<file path="src/rtl/rbb_pkg.sv">
`default_nettype none

package rbb_pkg;

  localparam int POS_W   = 32;
  localparam int ANG_W   = 16;
  localparam int TRIG_W  = 18;
  localparam int BOX_W   = 31;
  localparam int CFG_IDX_W  = 2;
  localparam int CFG_DATA_W = 32;

  // Fraction bits of cos/sin; the half extent adds one more shift
  localparam int TRIG_BITS = 16;

  // Pipeline depth of each unit
  localparam int TRIG_LAT = 6;
  localparam int CRN_LAT  = 4;

  localparam logic signed [TRIG_W-1:0] TRIG_ONE_S = 18'sd65536;

  typedef enum logic [CFG_IDX_W-1:0] {
    CFG_BOX_WIDTH  = 2'd0,
    CFG_BOX_HEIGHT = 2'd1,
    CFG_COLLIDER   = 2'd2
  } cfg_reg_t;

  typedef struct packed {
    logic signed [TRIG_W-1:0] cos_rot;
    logic signed [TRIG_W-1:0] sin_rot;
  } trig_t;

endpackage

`default_nettype wire

</file>
<file path="src/rtl/rbb_trig.sv">
`default_nettype none

// Cosine and sine of a binary angle. Two quarter-wave lanes run side by
// side (r and quarter-r), one multiply per stage, then a quadrant fold.
module rbb_trig (
  input  logic                       clk,
  input  logic                       en,
  input  logic [rbb_pkg::ANG_W-1:0]  angle,
  output rbb_pkg::trig_t             trig
);
  import rbb_pkg::*;

  typedef enum logic [1:0] {
    QUAD_0 = 2'd0,
    QUAD_1 = 2'd1,
    QUAD_2 = 2'd2,
    QUAD_3 = 2'd3
  } quad_t;

  localparam logic [14:0] QUARTER  = 15'd16384;
  localparam logic [16:0] POLY_C1  = 17'd102944;
  localparam logic [15:0] POLY_C2  = 16'd42048;
  localparam logic [12:0] POLY_C3  = 13'd4640;
  localparam logic [16:0] TRIG_ONE = 17'd65536;

  logic [14:0] k_lane [2];

  quad_t       q_s1, q_s2, q_s3, q_s4, q_s5;
  logic [16:0] x_s1  [2];
  logic [16:0] x_s2  [2];
  logic [16:0] x2_s2 [2];
  logic [16:0] x_s3  [2];
  logic [16:0] x2_s3 [2];
  logic [12:0] t_s3  [2];
  logic [16:0] x_s4  [2];
  logic [15:0] v_s4  [2];
  logic [16:0] s_s5  [2];

  logic [33:0] sq   [2];
  logic [29:0] tp   [2];
  logic [15:0] u_c  [2];
  logic [32:0] vp   [2];
  logic [16:0] w_c  [2];
  logic [33:0] sp   [2];

  logic signed [TRIG_W-1:0] a_pos, a_neg, b_pos, b_neg;
  trig_t trig_next;

  assign k_lane[0] = {1'b0, angle[13:0]};
  assign k_lane[1] = QUARTER - {1'b0, angle[13:0]};

  always_comb begin
    for (int l = 0; l < 2; l++) begin
      sq[l]  = 34'(x_s1[l]) * 34'(x_s1[l]);
      tp[l]  = 30'(x2_s2[l]) * 30'(POLY_C3);
      u_c[l] = POLY_C2 - {3'b000, t_s3[l]};
      vp[l]  = 33'(x2_s3[l]) * 33'(u_c[l]);
      w_c[l] = POLY_C1 - {1'b0, v_s4[l]};
      sp[l]  = 34'(x_s4[l]) * 34'(w_c[l]);
    end
  end

  always_ff @(posedge clk) begin
    if (en) begin
      q_s1 <= quad_t'(angle[15:14]);
      q_s2 <= q_s1;
      q_s3 <= q_s2;
      q_s4 <= q_s3;
      q_s5 <= q_s4;
      for (int l = 0; l < 2; l++) begin
        x_s1[l]  <= {k_lane[l], 2'b00};
        x_s2[l]  <= x_s1[l];
        x2_s2[l] <= sq[l][32:16];
        x_s3[l]  <= x_s2[l];
        x2_s3[l] <= x2_s2[l];
        t_s3[l]  <= tp[l][28:16];
        x_s4[l]  <= x_s3[l];
        v_s4[l]  <= vp[l][31:16];
        s_s5[l]  <= (sp[l][33:16] > {1'b0, TRIG_ONE}) ? TRIG_ONE : sp[l][32:16];
      end
      trig <= trig_next;
    end
  end

  assign a_pos = signed'({1'b0, s_s5[0]});
  assign b_pos = signed'({1'b0, s_s5[1]});
  assign a_neg = -a_pos;
  assign b_neg = -b_pos;

  always_comb begin
    unique case (q_s5)
      QUAD_0: begin
        trig_next.sin_rot = a_pos;
        trig_next.cos_rot = b_pos;
      end
      QUAD_1: begin
        trig_next.sin_rot = b_pos;
        trig_next.cos_rot = a_neg;
      end
      QUAD_2: begin
        trig_next.sin_rot = a_neg;
        trig_next.cos_rot = b_neg;
      end
      QUAD_3: begin
        trig_next.sin_rot = b_neg;
        trig_next.cos_rot = a_pos;
      end
    endcase
  end

endmodule

`default_nettype wire

</file>
<file path="config.mk">
export PLATFORM = sky130hd
export DESIGN_NAME = rbb_trig
export DESIGN_NICKNAME = d
export VERILOG_FILES = /design/src/rtl/rbb_pkg.sv /design/src/rtl/rbb_trig.sv
export SDC_FILE = /design/constraint.sdc
export NUM_CORES = 2
export LEC_CHECK = 0
export ABC_AREA = 1
export ABC_CLOCK_PERIOD_IN_PS = 10550
export BUFFER_PORTS_ARGS = -buffer_cell sky130_fd_sc_hd__buf_4
export CAP_MARGIN = 20
export CORE_MARGIN = 2
export CORE_UTILIZATION = 39
export DETAILED_ROUTE_END_ITERATION = 8
export PLACE_DENSITY = 0.65
export REMOVE_ABC_BUFFERS = 1
export SLEW_MARGIN = 10
export SYNTH_ARGS = -nofsm -noshare
export SYNTH_HDL_FRONTEND = slang
export SYNTH_SLANG_ARGS = --single-unit
</file>
<file path="constraint.sdc">
create_clock -name clk -period 10.55 [get_ports clk]
set_clock_uncertainty 0.05 [all_clocks]
set_input_delay 2.11 -clock clk [delete_from_list [all_inputs] [get_ports clk]]
set_output_delay 2.11 -clock clk [all_outputs]
set_load 0.05 [all_outputs]
</file>
==> impl_metrics.toml <==
[timing]
max_freq_ghz = 0.125
min_period_ns = 8.00
maxSlewHeadroom_pct = 26.2
finalSetupViolations = 0
drv_slew = 0
worst_pin_slew_ns = 1.10
fin_ws_ns = 2.55
rsz0062_at_grt = "false"
fin_setup_tns_ns = 0
period_share_pct = 75.8
timing.final.hold_violations = 0

[min_path]
min_to = "x_s3[0][21]"
min_path_type = "reg2reg"
holdCritStartpoint = "x_s2[0][21]"
whs_path_depth = 0

[yosys]
synth_flop_cell = "edfxtp_1"
synth_area_um2 = 61500
synthDistinctLibCells = 60
synth_top_cell_by_area = "fa_1"
yosys-top-cells-area = "fa_1 (33%), edfxtp_1 (16%), ha_1 (15%)"
synth_seq_cells = 318
yosysWarnings = 0
synth_edf_count = 318
ys_seq_area_share_pct = 15.5
synthCells = 7253
synthDominantCellAreaShare_pct = 33.4
synthArstFlopShare_pct = 0
avgSynthCellArea_um2 = 8.47

[critical_path]
required_ns = 10.92
r2r_start = "v_s4[0][0]"
critPathCaptureType = "flop"
cp-start-kind = "flop"
critPathMaxStageDelay_ns = 0.63
cp_max_fo = 16
r2r_slack_ns = 2.55
r2r-end = "s_s5[0][15]"
crit_type = "reg2reg"
rr_worst_depth = 34
cp_data_arrival_time_ns = 8.37
setup.worst_path.start = "v_s4[0][0]"
cp_slowest_cell = "edfxtp_1"

[run_status]
outcome = "finished, final reports clean"

[place]
gp_congestion = 0.932
preCtsSetupSlack_ns = 2.59
dp_hpwl_mm = 124
port_buffers = 53

[cells_and_area]
finalNetCount = 9001
layout_common_cells = "inv_1 (1948), nand2_1 (1401), fa_1 (1025)"
drive_gt1_share_pct = 2.90
syn_to_final_growth_pct = 6.11
final_common_cell = "inv_1"

[run]
maxCapViolations = 0

[cts]
htree_levels = 2
clock_latency_ns = 0.61
cts_root_buffer = "clkbuf_16"
hold_buffers = 0
cts.sinks = 318
postCtsSetupBuffers = 0
clk_pin_slew_ns = 0.06
clock_path_buffers = 3
cts-buffers-inserted = 40
post_cts_resized = 0
cts_tree = "built"

[die]
pin_count = 54
start_util_pct = 39.3
rows = 145
chipWidth_um = 401
die_area_um2 = 161000
core-area_um2 = 156000
die_h_um = 401

[drt]
wl_mm = 149
vias_per_cell = 4.94
num_vias = 46000
antenna_left = 0
drc_errors = 0
drtIter0Drc = 3180
wl_per_cell_um = 16.0
firstDrtPassIters = 6

[grt]
grt_pass1_wl_mm = 248
grt.overflow.total = 0
grt_max_degree = 114
antenna_found_initial = 5
grt_usage_pct = 19.0
grt_pass1_vias = 48500
per-stage QoR:
step | instance area [um^2] | cells | hold WS (ns) | utilization, %
global placement | 63900 | 9222 | 0.351 | 40.8
CTS | 65200 | 9295 | 0.326 | 41.7
finish | 65200 | 9297 | 0.331 | 41.7
detailed placement | 63900 | 9222 | 0.355 | 40.8
global route | 65200 | 9297 | 0.361 | 41.7
floorplan | 60800 | 7100 | 0.350 | -
flip-flops by register name (all words and copies together) (netlist names), 26 cells and up:
signal  cells
x_s2       28
x2_s2      34
x_s4       28
s_s5       34
v_s4       32
t_s3       26
x2_s3      34
trig       36
x_s3       28
x_s1       28
routing by layer:
metal | track usage (%) | up-vias | wire length, um
met5 | 0 | - | 22
met4 | 5.12 | 4 | 3910
met3 | 2.09 | 245 | 8760
met2 | 33.0 | 1418 | 72400
met1 | 25.0 | 22600 | 63800
li1 | - | 21700 | -
cell usage after synthesis, types with 4 or more instances:
| master | instances |
|---|---|
| nand3_1 | 146 |
| nand3b_1 | 11 |
| buf_6 | 5 |
| ha_1 | 751 |
| a21o_1 | 13 |
| o221ai_1 | 4 |
| o2111ai_1 | 14 |
| nand3_2 | 5 |
| o211ai_1 | 7 |
| o21ai_1 | 6 |
| clkinv_1 | 19 |
| a21oi_2 | 8 |
| or2_2 | 17 |
| nand2_1 | 1401 |
| a21oi_1 | 252 |
| and2_1 | 5 |
| clkbuf_1 | 128 |
| nor4_1 | 10 |
| a21boi_0 | 5 |
| nor3_1 | 30 |
| xor2_1 | 103 |
| a31oi_1 | 9 |
| nor3_2 | 9 |
| edfxtp_1 | 318 |
| a221oi_1 | 7 |
| o21bai_1 | 17 |
| o22ai_1 | 6 |
| nor2_4 | 10 |
| or2_1 | 5 |
| o21ai_0 | 151 |
| fa_1 | 1025 |
| inv_2 | 6 |
| buf_2 | 12 |
| o21a_1 | 12 |
| nand4_1 | 44 |
| xnor2_1 | 54 |
| inv_1 | 1948 |
| nand2_2 | 8 |
| nor2_1 | 638 |
kinds of logic after synthesis:
logic type,share of synthesized area (%)
adders and majority gates,48.7
AOI/OAI and AO/OA,4.75
and+or+nand+nor,15.6
buffers and inverters,13.1
xor gates and xnor gates,2.36
DFF,15.5
layout make-up:
class                   count  area [um^2]
diodes                      1         2.50
clock buffers              48         1030
clock inverters            25          300
fillers                 15400        91200
inverters                1973         7410
multi-input cells        4809        43900
flip-flops and latches    318         9550
well taps                2058         2570
repair buffers             65          495
worst max-delay path by stage:
stage                  endpoint  depth (start not counted)
floorplan           v_s4[0][29]                         28
global placement    v_s4[0][30]                         25
detailed placement   s_s5[0][4]                         30
CTS                  s_s5[0][4]                         30
global route         s_s5[0][4]                         34
finish              s_s5[0][15]                         34
critical path: cells and delay by family, from the launching register on:
family	cells	cell delay (ns)
xor gates and xnor gates	1	0.37
DFF	1	0.63
buffers and inverters	7	0.63
and+or+nand+nor	16	2.21
AOI/OAI and AO/OA	2	0.46
adders and majority gates	8	3.47
Power is not shown: default switching activity piles up to over one toggle a cycle in this logic, so the estimate is an artifact.
